`config.mk`:
```
export PLATFORM = sky130hd
export DESIGN_NAME = pointer_deadband_and_screen_scaler_unit
export DESIGN_NICKNAME = d
export VERILOG_FILES = /design/src/sv/pdss_pkg.sv /design/src/sv/pdss_regs.sv /design/src/sv/pdss_div.sv /design/src/sv/pointer_deadband_and_screen_scaler_unit.sv
export SDC_FILE = /design/constraint.sdc
export NUM_CORES = 1
export LEC_CHECK = 0
export BUFFER_PORTS_ARGS = -buffer_cell sky130_fd_sc_hd__buf_2
export CELL_PAD_IN_SITES_DETAIL_PLACEMENT = 2
export CELL_PAD_IN_SITES_GLOBAL_PLACEMENT = 2
export CORE_MARGIN = 2
export CORE_UTILIZATION = 44
export CTS_CLUSTER_SIZE = 10
export DETAILED_ROUTE_END_ITERATION = 12
export GPL_TIMING_DRIVEN = 0
export HOLD_SLACK_MARGIN = 0.03
export PLACE_DENSITY_LB_ADDON = 0.1
export SETUP_SLACK_MARGIN = 0.1
export SLEW_MARGIN = 10
export SYNTH_ARGS = -nofsm -noshare
export SYNTH_HDL_FRONTEND = slang
export SYNTH_HIERARCHICAL = 1
export SYNTH_SLANG_ARGS = --single-unit
```
`constraint.sdc`:
```
create_clock -name clk_i -period 18.21 [get_ports clk_i]
set_input_delay 5.463 -clock clk_i [delete_from_list [all_inputs] [get_ports clk_i]]
set_output_delay 5.463 -clock clk_i [all_outputs]
set_load 0.05 [all_outputs]
```
`src/sv/pdss_pkg.sv`:
```
// ----------------------------------------------------------------------------
// pdss_pkg
// shared types and constants of the pointer deadband and screen scaler
// ----------------------------------------------------------------------------
package pdss_pkg;

  localparam int CoordBits    = 10;
  localparam int ScreenBits   = 12;
  localparam int DeadbandBits = 4;
  localparam int RegAddrBits  = 5;
  localparam int RegIdxBits   = 3;
  localparam int DataBits     = 32;

  localparam logic [CoordBits-1:0]    LeftEdgeReset    = CoordBits'(0);
  localparam logic [CoordBits-1:0]    RightEdgeReset   = CoordBits'(639);
  localparam logic [CoordBits-1:0]    TopEdgeReset     = CoordBits'(0);
  localparam logic [CoordBits-1:0]    BottomEdgeReset  = CoordBits'(479);
  localparam logic [ScreenBits-1:0]   ScreenWidthReset = ScreenBits'(1920);
  localparam logic [ScreenBits-1:0]   ScreenHeightReset = ScreenBits'(1080);
  localparam logic [DeadbandBits-1:0] DeadbandReset    = DeadbandBits'(3);

  // register indexes, byte address is 4 * index
  localparam logic [RegIdxBits-1:0] RegLeftEdge    = 3'd0;
  localparam logic [RegIdxBits-1:0] RegRightEdge   = 3'd1;
  localparam logic [RegIdxBits-1:0] RegTopEdge     = 3'd2;
  localparam logic [RegIdxBits-1:0] RegBottomEdge  = 3'd3;
  localparam logic [RegIdxBits-1:0] RegScreenWidth = 3'd4;
  localparam logic [RegIdxBits-1:0] RegScreenHeight = 3'd5;
  localparam logic [RegIdxBits-1:0] RegDeadband    = 3'd6;

  typedef struct packed {
    logic [CoordBits-1:0]    left_edge;
    logic [CoordBits-1:0]    right_edge;
    logic [CoordBits-1:0]    top_edge;
    logic [CoordBits-1:0]    bottom_edge;
    logic [ScreenBits-1:0]   screen_width;
    logic [ScreenBits-1:0]   screen_height;
    logic [DeadbandBits-1:0] deadband;
  } cfg_t;

  typedef struct packed {
    logic [CoordBits-1:0] tip_x;
    logic [CoordBits-1:0] tip_y;
  } in_req_t;

  typedef struct packed {
    logic [ScreenBits-1:0] cursor_x;
    logic [ScreenBits-1:0] cursor_y;
    logic                  calib_error;
  } out_req_t;

endpackage

```
`src/sv/pdss_regs.sv`:
```
// ----------------------------------------------------------------------------
// pdss_regs
// apb register file holding calibration window, screen size and deadband
// ----------------------------------------------------------------------------
module pdss_regs (
  input  logic                                  clk_i,
  input  logic                                  rst_ni,
  input  logic                                  psel,
  input  logic                                  penable,
  input  logic                                  pwrite,
  input  logic [pdss_pkg::RegAddrBits-1:0]      paddr,
  input  logic [pdss_pkg::DataBits-1:0]         pwdata,
  output logic [pdss_pkg::DataBits-1:0]         prdata,
  output logic                                  pready,
  output pdss_pkg::cfg_t                        cfg_o
);
  import pdss_pkg::*;

  cfg_t                  cfg_q;
  logic                  wr_en;
  logic [RegIdxBits-1:0] idx;

  assign pready = 1'b1;
  assign wr_en  = psel && penable && pwrite;
  assign idx    = paddr[RegAddrBits-1:2];
  assign cfg_o  = cfg_q;

  always_ff @(posedge clk_i or negedge rst_ni) begin
    if (!rst_ni) begin
      cfg_q.left_edge     <= LeftEdgeReset;
      cfg_q.right_edge    <= RightEdgeReset;
      cfg_q.top_edge      <= TopEdgeReset;
      cfg_q.bottom_edge   <= BottomEdgeReset;
      cfg_q.screen_width  <= ScreenWidthReset;
      cfg_q.screen_height <= ScreenHeightReset;
      cfg_q.deadband      <= DeadbandReset;
    end else if (wr_en) begin
      case (idx)
        RegLeftEdge:     cfg_q.left_edge     <= pwdata[CoordBits-1:0];
        RegRightEdge:    cfg_q.right_edge    <= pwdata[CoordBits-1:0];
        RegTopEdge:      cfg_q.top_edge      <= pwdata[CoordBits-1:0];
        RegBottomEdge:   cfg_q.bottom_edge   <= pwdata[CoordBits-1:0];
        RegScreenWidth:  cfg_q.screen_width  <= pwdata[ScreenBits-1:0];
        RegScreenHeight: cfg_q.screen_height <= pwdata[ScreenBits-1:0];
        RegDeadband:     cfg_q.deadband      <= pwdata[DeadbandBits-1:0];
        default: ;
      endcase
    end
  end

  always_comb begin
    case (idx)
      RegLeftEdge:     prdata = DataBits'(cfg_q.left_edge);
      RegRightEdge:    prdata = DataBits'(cfg_q.right_edge);
      RegTopEdge:      prdata = DataBits'(cfg_q.top_edge);
      RegBottomEdge:   prdata = DataBits'(cfg_q.bottom_edge);
      RegScreenWidth:  prdata = DataBits'(cfg_q.screen_width);
      RegScreenHeight: prdata = DataBits'(cfg_q.screen_height);
      RegDeadband:     prdata = DataBits'(cfg_q.deadband);
      default:         prdata = '0;
    endcase
  end

endmodule

```
`src/sv/pdss_div.sv`:
```
// ----------------------------------------------------------------------------
// pdss_div
// shared radix-2 restoring divider, one quotient bit per cycle
// ----------------------------------------------------------------------------
module pdss_div #(
  parameter int DividendBits = 22,
  parameter int DivisorBits  = 10
) (
  input  logic                    clk_i,
  input  logic                    rst_ni,
  input  logic                    start_i,
  input  logic [DividendBits-1:0] dividend_i,
  input  logic [DivisorBits-1:0]  divisor_i,
  output logic [DividendBits-1:0] quotient_o,
  output logic                    done_o
);
  import pdss_pkg::*;

  localparam int CntBits = $clog2(DividendBits + 1);

  logic [DivisorBits-1:0]  rem_q;
  logic [DividendBits-1:0] quo_q;
  logic [CntBits-1:0]      cnt_q;
  logic                    busy_q;
  logic                    done_q;

  logic [DivisorBits:0]    shifted;
  logic [DivisorBits-1:0]  trial;
  logic                    fits;

  // shift in next dividend bit and try the subtract
  assign shifted = {rem_q, quo_q[DividendBits-1]};
  assign trial   = shifted[DivisorBits-1:0] - divisor_i;
  assign fits    = shifted >= {1'b0, divisor_i};

  assign quotient_o = quo_q;
  assign done_o     = done_q;

  always_ff @(posedge clk_i or negedge rst_ni) begin
    if (!rst_ni) begin
      busy_q <= 1'b0;
      cnt_q  <= '0;
      done_q <= 1'b0;
    end else if (start_i) begin
      busy_q <= 1'b1;
      cnt_q  <= CntBits'(DividendBits);
      done_q <= 1'b0;
    end else begin
      done_q <= busy_q && (cnt_q == CntBits'(1));
      if (busy_q) begin
        cnt_q <= cnt_q - CntBits'(1);
        if (cnt_q == CntBits'(1)) begin
          busy_q <= 1'b0;
        end
      end
    end
  end

  always_ff @(posedge clk_i) begin
    if (start_i) begin
      rem_q <= '0;
      quo_q <= dividend_i;
    end else if (busy_q) begin
      rem_q <= fits ? trial : shifted[DivisorBits-1:0];
      quo_q <= {quo_q[DividendBits-2:0], fits};
    end
  end

endmodule

```
`src/sv/pointer_deadband_and_screen_scaler_unit.sv`:
```
// ----------------------------------------------------------------------------
// pointer_deadband_and_screen_scaler_unit
// per-axis deadband filter on a fingertip position, then linear mapping of
// the held coordinate from the calibration window onto the screen
// ----------------------------------------------------------------------------
// a request is taken only in idle; each axis then runs StMul, StDivStart
// and StDivWait, and StOut waits while the old result is stalled; an axis
//   with a zero-size window skips its divide
// the shared 22-step divider runs once per axis with a nonzero window
// reset: held coordinates and the previous-sample flag clear, registers take
//   their defaults, no result is pending
module pointer_deadband_and_screen_scaler_unit (
  input  logic                               clk_i,
  input  logic                               rst_ni,
  // input request channel
  input  logic                               in_valid_i,
  output logic                               in_stall_o,
  input  pdss_pkg::in_req_t                  in_data_i,
  // result channel
  output logic                               out_valid_o,
  input  logic                               out_stall_i,
  output pdss_pkg::out_req_t                 out_data_o,
  // configuration port
  input  logic                               psel,
  input  logic                               penable,
  input  logic                               pwrite,
  input  logic [pdss_pkg::RegAddrBits-1:0]   paddr,
  input  logic [pdss_pkg::DataBits-1:0]      pwdata,
  output logic [pdss_pkg::DataBits-1:0]      prdata,
  output logic                               pready
);
  import pdss_pkg::*;

  // |held - edge1| * screen fits in coord + screen bits
  localparam int ProdBits = CoordBits + ScreenBits;

  typedef enum logic [2:0] {
    StIdle,
    StMul,
    StDivStart,
    StDivWait,
    StOut
  } state_e;

  state_e                 state_q;
  logic                   axis_q;       // 0: x axis, 1: y axis
  logic                   have_prev_q;
  logic                   out_valid_q;

  logic [CoordBits-1:0]   held_x_q;
  logic [CoordBits-1:0]   held_y_q;
  logic [ProdBits-1:0]    dividend_q;
  logic [CoordBits-1:0]   divisor_q;
  logic                   neg_q;        // quotient sign is negative
  logic                   err_q;
  logic [ScreenBits-1:0]  cur_x_q;
  logic [ScreenBits-1:0]  cur_y_q;
  out_req_t               out_q;

  cfg_t                   cfg;
  logic                   in_accept;
  logic                   out_free;
  logic [CoordBits-1:0]   held_x_d;
  logic [CoordBits-1:0]   held_y_d;

  // operand selection for the axis in work
  logic [CoordBits-1:0]   pos;
  logic [CoordBits-1:0]   edge1;
  logic [CoordBits-1:0]   edge2;
  logic [ScreenBits-1:0]  scr;
  logic [CoordBits:0]     span;
  logic [CoordBits:0]     dpos;
  logic [CoordBits-1:0]   span_abs;
  logic [CoordBits-1:0]   dpos_abs;
  logic [ProdBits-1:0]    prod;
  logic                   span_zero;

  logic                   div_start;
  logic                   div_done;
  logic [ProdBits-1:0]    div_quo;
  logic [ScreenBits-1:0]  axis_res;

  pdss_regs u_regs (
    .clk_i   (clk_i),
    .rst_ni  (rst_ni),
    .psel    (psel),
    .penable (penable),
    .pwrite  (pwrite),
    .paddr   (paddr),
    .pwdata  (pwdata),
    .prdata  (prdata),
    .pready  (pready),
    .cfg_o   (cfg)
  );

  // keep the held value unless the move reaches the deadband
  function automatic logic [CoordBits-1:0] filter_axis(
    input logic [CoordBits-1:0]    held,
    input logic [CoordBits-1:0]    fresh,
    input logic                    have_prev,
    input logic [DeadbandBits-1:0] db
  );
    logic [CoordBits-1:0] diff;
    diff = (fresh > held) ? (fresh - held) : (held - fresh);
    if (have_prev && (diff < CoordBits'(db))) begin
      return held;
    end
    return fresh;
  endfunction

  assign in_stall_o = (state_q != StIdle);
  assign in_accept  = in_valid_i && !in_stall_o;
  assign out_free   = !out_valid_q || !out_stall_i;

  assign held_x_d = filter_axis(held_x_q, in_data_i.tip_x, have_prev_q, cfg.deadband);
  assign held_y_d = filter_axis(held_y_q, in_data_i.tip_y, have_prev_q, cfg.deadband);

  always_comb begin
    pos   = axis_q ? held_y_q : held_x_q;
    edge1 = axis_q ? cfg.top_edge : cfg.left_edge;
    edge2 = axis_q ? cfg.bottom_edge : cfg.right_edge;
    scr   = axis_q ? cfg.screen_height : cfg.screen_width;
  end

  // signed differences one bit wider than a coordinate, then magnitudes
  assign span      = {1'b0, edge2} - {1'b0, edge1};
  assign dpos      = {1'b0, pos} - {1'b0, edge1};
  assign span_abs  = span[CoordBits] ? CoordBits'(-span) : span[CoordBits-1:0];
  assign dpos_abs  = dpos[CoordBits] ? CoordBits'(-dpos) : dpos[CoordBits-1:0];
  assign span_zero = (span == '0);
  assign prod      = ProdBits'(dpos_abs) * ProdBits'(scr);

  assign div_start = (state_q == StDivStart);

  pdss_div #(
    .DividendBits (ProdBits),
    .DivisorBits  (CoordBits)
  ) u_div (
    .clk_i      (clk_i),
    .rst_ni     (rst_ni),
    .start_i    (div_start),
    .dividend_i (dividend_q),
    .divisor_i  (divisor_q),
    .quotient_o (div_quo),
    .done_o     (div_done)
  );

  // a negative quotient clamps to zero, a large one to the screen size
  always_comb begin
    if (neg_q) begin
      axis_res = '0;
    end else if (div_quo > ProdBits'(scr)) begin
      axis_res = scr;
    end else begin
      axis_res = div_quo[ScreenBits-1:0];
    end
  end

  // sequencer: filter on accept, then multiply and, for a nonzero window, divide per axis
  always_ff @(posedge clk_i or negedge rst_ni) begin
    if (!rst_ni) begin
      state_q     <= StIdle;
      axis_q      <= 1'b0;
      have_prev_q <= 1'b0;
      out_valid_q <= 1'b0;
      held_x_q    <= '0;
      held_y_q    <= '0;
    end else begin
      // a new result replaces the one taken in the same cycle
      if ((state_q == StOut) && out_free) begin
        out_valid_q <= 1'b1;
      end else if (out_valid_q && !out_stall_i) begin
        out_valid_q <= 1'b0;
      end
      case (state_q)
        StIdle: begin
          if (in_accept) begin
            held_x_q    <= held_x_d;
            held_y_q    <= held_y_d;
            have_prev_q <= 1'b1;
            axis_q      <= 1'b0;
            state_q     <= StMul;
          end
        end
        StMul: begin
          if (span_zero) begin
            // zero-size window: axis result is zero, skip the divide
            axis_q  <= 1'b1;
            state_q <= axis_q ? StOut : StMul;
          end else begin
            state_q <= StDivStart;
          end
        end
        StDivStart: begin
          state_q <= StDivWait;
        end
        StDivWait: begin
          if (div_done) begin
            axis_q  <= 1'b1;
            state_q <= axis_q ? StOut : StMul;
          end
        end
        StOut: begin
          // result register frees up when the old result is taken
          if (out_free) begin
            state_q <= StIdle;
          end
        end
        default: begin
          state_q <= StIdle;
        end
      endcase
    end
  end

  // datapath registers
  always_ff @(posedge clk_i) begin
    if (in_accept) begin
      err_q <= 1'b0;
    end
    if (state_q == StMul) begin
      dividend_q <= prod;
      divisor_q  <= span_abs;
      neg_q      <= span[CoordBits] ^ dpos[CoordBits];
      if (span_zero) begin
        err_q <= 1'b1;
        if (axis_q) begin
          cur_y_q <= '0;
        end else begin
          cur_x_q <= '0;
        end
      end
    end
    if ((state_q == StDivWait) && div_done) begin
      if (axis_q) begin
        cur_y_q <= axis_res;
      end else begin
        cur_x_q <= axis_res;
      end
    end
    if ((state_q == StOut) && out_free) begin
      out_q.cursor_x    <= cur_x_q;
      out_q.cursor_y    <= cur_y_q;
      out_q.calib_error <= err_q;
    end
  end

  assign out_valid_o = out_valid_q;
  assign out_data_o  = out_q;

endmodule

```
* Word level (Yosys, flattened, before mapping) *
Cells that the tools add are included.

word-level totals
  input port bits = 64
  word-level logic and storage cells = 143
  output and inout bits = 60
  flip-flop bits (word level) = 216

operators by class
  $mul = 1
  magnitude comparators = 6
  mux-type cells = 49
  eq/ne operators = 17
  add/sub/neg operators = 10
  bitwise operators = 1
  reduce and logical (&&, ||, !) cells = 32

operators with widths
  kind                                                 count
  2-to-1 mux 12 bit                                    13
  2-to-1 mux 10 bit                                    10
  one-hot mux 12 bit (7 select lines)                  1
  subtractor 10 bit                                    5
  2-to-1 mux 22 bit                                    2
  greater-than comparator 22 x 12 -> 1 bit             1
  multiplier 10 x 12 -> 22 bit                         1
  subtractor 10 x 10 -> 11 bit                         2
  greater-than comparator 10 bit                       2
  less-than comparator 10 x 4 -> 1 bit                 2
  negator 10 bit                                       2
  AND reduction 2 bit                                  8
  2-to-1 mux 3 bit                                     5
  one-hot mux 3 bit (5 select lines)                   1
  2-to-1 mux 1 bit                                     14
  equality test 3 x 2 -> 1 bit, second input constant  4
  equality test 3 bit, second input constant           4
  greater-or-equal comparator 11 x 10 -> 1 bit         1
  zero test 11 bit                                     1
  2-to-1 mux 5 bit                                     2
  != test 2 bit, second input constant                 5
  logical AND 1 bit                                    9
  AND reduction 3 bit                                  3
  equality test 3 x 1 -> 1 bit, second input constant  2
  other kinds (11)                                     16

* Longest topological paths before layout *
  depth in word-level cells = 7
  gate-level depth with buffers = 38
  gate-level depth less buffers = 33

* Cells and area by module *
Netlist, hierarchy kept.

by module, submodules not included
  module                                   times used  area each (um^2)  cells an instance  sequential area each (um^2)
  pointer_deadband_and_screen_scaler_unit  1           11419.7           1215               2892.8
  pdss_regs                                1           3382.0            253                1734.2
  pdss_div                                 1           2188.3            195                1036.0

* Least setup slack after synthesis *
No wires, ideal clock.

  path type = input to output
  from = input paddr[2] (netlist bit)
  to = output prdata[2] (netlist bit)
  stages on the path = 5
  buffers on the path = 3
  slack = 5701 ps
  data required time = 12747 ps
  arrival = 7046 ps
  cells stage by stage = buf_2 > buf_2 > buf_2 > mux2i_1 > o221ai_1

on the way
  cells in the longest elaborated chain, start to end = 2
  elaborated cells between the ends (all ways) = 8
  classes of those cells = 6 x eq/ne; 1 x mux; 1 x reduce/logical

RTL lines
  element                                            line                                           RTL
  start: declaration                                 pointer_deadband_and_screen_scaler_unit.sv:27  input logic [pdss_pkg::RegAddrBits-1:0] paddr,
  equality test 3 bit, or another cell as far along  pdss_regs.sv:52                                case (idx)
  one-hot mux 12 bit (7 select lines) (*)            pdss_regs.sv:52
  end: declaration                                   pointer_deadband_and_screen_scaler_unit.sv:29  output logic [pdss_pkg::DataBits-1:0] prdata,

Mark *: on every way between the ends. The rest lies on a longest branch, timed or not.

* Worst setup path in the final report *
  from = input paddr[3] (netlist bit)
  to = output prdata[0] (netlist bit)

Same word-level chain as after synthesis.

==> impl_results.md <==
- Drt pass-1 iters: 5
- R2R setup slack: between 5 and 6 ns
- TritonCTS clock tree: done
- Starting density of the core: approximately 45%
- Synth Warn #: 6
- Synth Area in Simple Gates: 11.4%
- Post-Synth XOR/XNOR Area: 3.92%
- Share of layout cells above drive strength 1: a little under a fifth
- First DRT Iteration DRCs: 550
- Reg clk slew, reported paths: 0.05 ns
- Post-Syn Area per Cell: roughly 10 um2
- Largest net degree at the start of global routing: 83
- Ys flop type: edfxtp_1
- Peak Freq: 78.9 MHz
- Antenna-violating nets left: 0
- HP Start: err_q
- Startpoint Class: input port
- Final hold vios: 0
- CP Launch Point: paddr[3]
- Setup TNS: 0 ns
- Die Width: 201 um
- Vias in the first global route: approximately 15,000
- Hpwl dp: about 42 mm
- Most common library cells after synthesis: inv_1, ha_1, nor2_1
- Worst clock skew: approximately 0.038 ns
- Setup Fix Bufs, Post-CTS: 0
- WP data required: 12.75 ns
- Die H: 201 um
- Most area-consuming cells after synthesis: edfxtp_1, dfrtp_1, ha_1
- Drt via density: 5.70
- Mux cell area share after synthesis: 12.3%
- Clock root buffer: clkbuf_16
- RSZ-0062 raised after global routing: false
- GPL Wtd Cong: 0.836
- Yosys top cell area share: 14.1%
- Min-Delay Path Class: reg -> reg
- Num ports: roughly 120
- Minimum clock period: 12.67 ns
- Rows: 71
- DRC Markers: 0
- Die area: between 40,000 and 50,000 um2
- Nets: 2,089
- Remaining Overflow, GRT: 0
- Core area: roughly 38,000 um2
- Final Max Tran Viols: 0
- Drt total wl: 56.0 mm
- Overall global routing resource usage: 28.2%
- CTS max path bufs: 3
- Compound-Gate Fraction of Synth Area: 11.1%
- Yosys cell types: 89
- Hold-fix buffers, CTS: 0
- CP endpoint kind: primary output
- Vias: 13,200
- Critical-path maximum fanout: 10
- Outcome: finished clean
- Final period util: 69.6%
- H-tree Lvls: 1
- Layout area overhead: 11.9%
- DR WL/cell: around 24 um
- Gate Count Post-Synth: 1,663
- Largest family of logic cells by synthesized area: adder cells
- Max-cap violations: 0
- Most numerous cell in the Yosys netlist: inv_1
- Antenna cells: 0
- Post-synthesis adder-cell area fraction: 20.8%
- Area of the mapped netlist: between 15,000 and 20,000 um2
- First-pass GRT wire length: roughly 89 mm
- Sequential area share after synthesis: 33.3%
- CTS sink count: about 220
- Total CTS buffers: 27
- Final setup violation count: 0
- Least-Margin Pin Slew: 0.961 ns
- Async set-reset flop share out of synthesis: 46.8%
- Worst rel slew slack: between 30% and 40%
- Crit path arrival time: approximately 7.2 ns
- Crit path kind: in -> out
- Synthesis-stage register bit count: ~220
- Post-synth EDFFs: 80
- PostCTS Resize Cnt: 0
- Initial antenna violation count: 1
- PortBufs: 79
- Yosys top cell by area: edfxtp_1
- Worst-Skew Late Latency: 0.57 ns
- R2r startpoint: axis_q
[layout by cell type, fill, tap and decap left out, drive strengths merged, types with 6 or more instances in the layout]
| master | count |
|---|---|
| o22ai | 6 |
| nor2b | 19 |
| and3 | 6 |
| inv | 194 |
| nor2 | 147 |
| conb | 21 |
| clkbuf | 77 |
| o21ai | 53 |
| edfxtp | 80 |
| nand3 | 26 |
| dfrtp | 75 |
| xnor2 | 51 |
| nor4 | 6 |
| fa | 85 |
| dfstp | 26 |
| nand2b | 24 |
| a21o | 25 |
| o2bb2ai | 24 |
| or3 | 11 |
| a211oi | 18 |
| a21oi | 52 |
| a221o | 6 |
| o21bai | 10 |
| nand2 | 91 |
| mux2 | 118 |
| dfxtp | 35 |
| o21a | 7 |
| o31ai | 6 |
| xor2 | 25 |
| buf | 132 |
| nand3b | 8 |
| ha | 147 |
| nor3 | 27 |
| and2 | 10 |
| mux2i | 76 |
| nand4 | 9 |
[cells by family (layout without fill, tap and decap cells)]
kind of cell             after synthesis  in the layout
AND/OR/NAND/NOR                      400            400
XOR/XNOR                              76             76
buffers and inverters                276            408
flip-flops                           216            216
multiplexers                         194            194
adder cells (fa/ha/maj)              232            232
AO/OA/AOI/OAI                        267            267
other                                  2             21
[stage by stage]
step                      hold slack, ns  area, um2  util [%]  instances  setup WS, ns
final                              0.435      19000      50.3       2325          5.54
after floorplan                    0.408      17100         -       1682          5.70
after global placement             0.419      18100      47.8       2272          5.65
after global routing               0.451      19000      50.3       2325          5.22
after CTS                          0.433      19000      50.3       2325          5.57
after detailed placement           0.418      18200      48.0       2275          5.57
[metal layers]
layer	GRT usage (%)	part of all wire (%)	up-vias
li1	-	-	5988
met1	37.1	45	6884
met2	49.8	49	291
met3	3.57	4.1	80
met4	6.14	2.3	0
met5	0	0	-
[layout make-up]
type / instances / area (um2)
Inverter: 195 / 732
Timing Repair Buffer: 82 / 468
Buffer: 81 / 454
Multi-Input combinational cell: 1190 / 10200
Sequential cell: 216 / 5660
Fill cell: 3987 / 18800
Clock inverter: 4 / 62.6
Clock buffer: 46 / 777
Tap cell: 511 / 639
[critical path, stage by stage]
cell and delay, ns:
buf_2 0.08, buf_2 0.27, buf_2 0.32, mux2i_1 0.34, o21ai_0 0.14, a221o_1 0.36
buf_2 0.23
[sequential cells by signal, summed over array words and instances (netlist names), 3 cells and up]
name / flops
u_regs/cfg_o: 68
cur_x_q: 12
dividend_q: 22
held_y_q: 10
u_div/quotient_o: 22
cur_y_q: 12
u_div/rem_q: 10
u_div/cnt_q: 5
out_data_o: 25
held_x_q: 10
state_q: 3
divisor_q: 10
[worst paths after layout]
kind,to,cells after the start
setup / recovery,prdata[0],7
hold / removal,out_data_o[0],0
setup reg to reg,dividend_q[21],36
hold reg to reg,out_data_o[0],0
max in group asynchronous,u_regs/cfg_o[26],2
min in group asynchronous,held_x_q[8],1
Power is not shown: default switching activity piles up to over one toggle a cycle in this logic, so the estimate is an artifact.
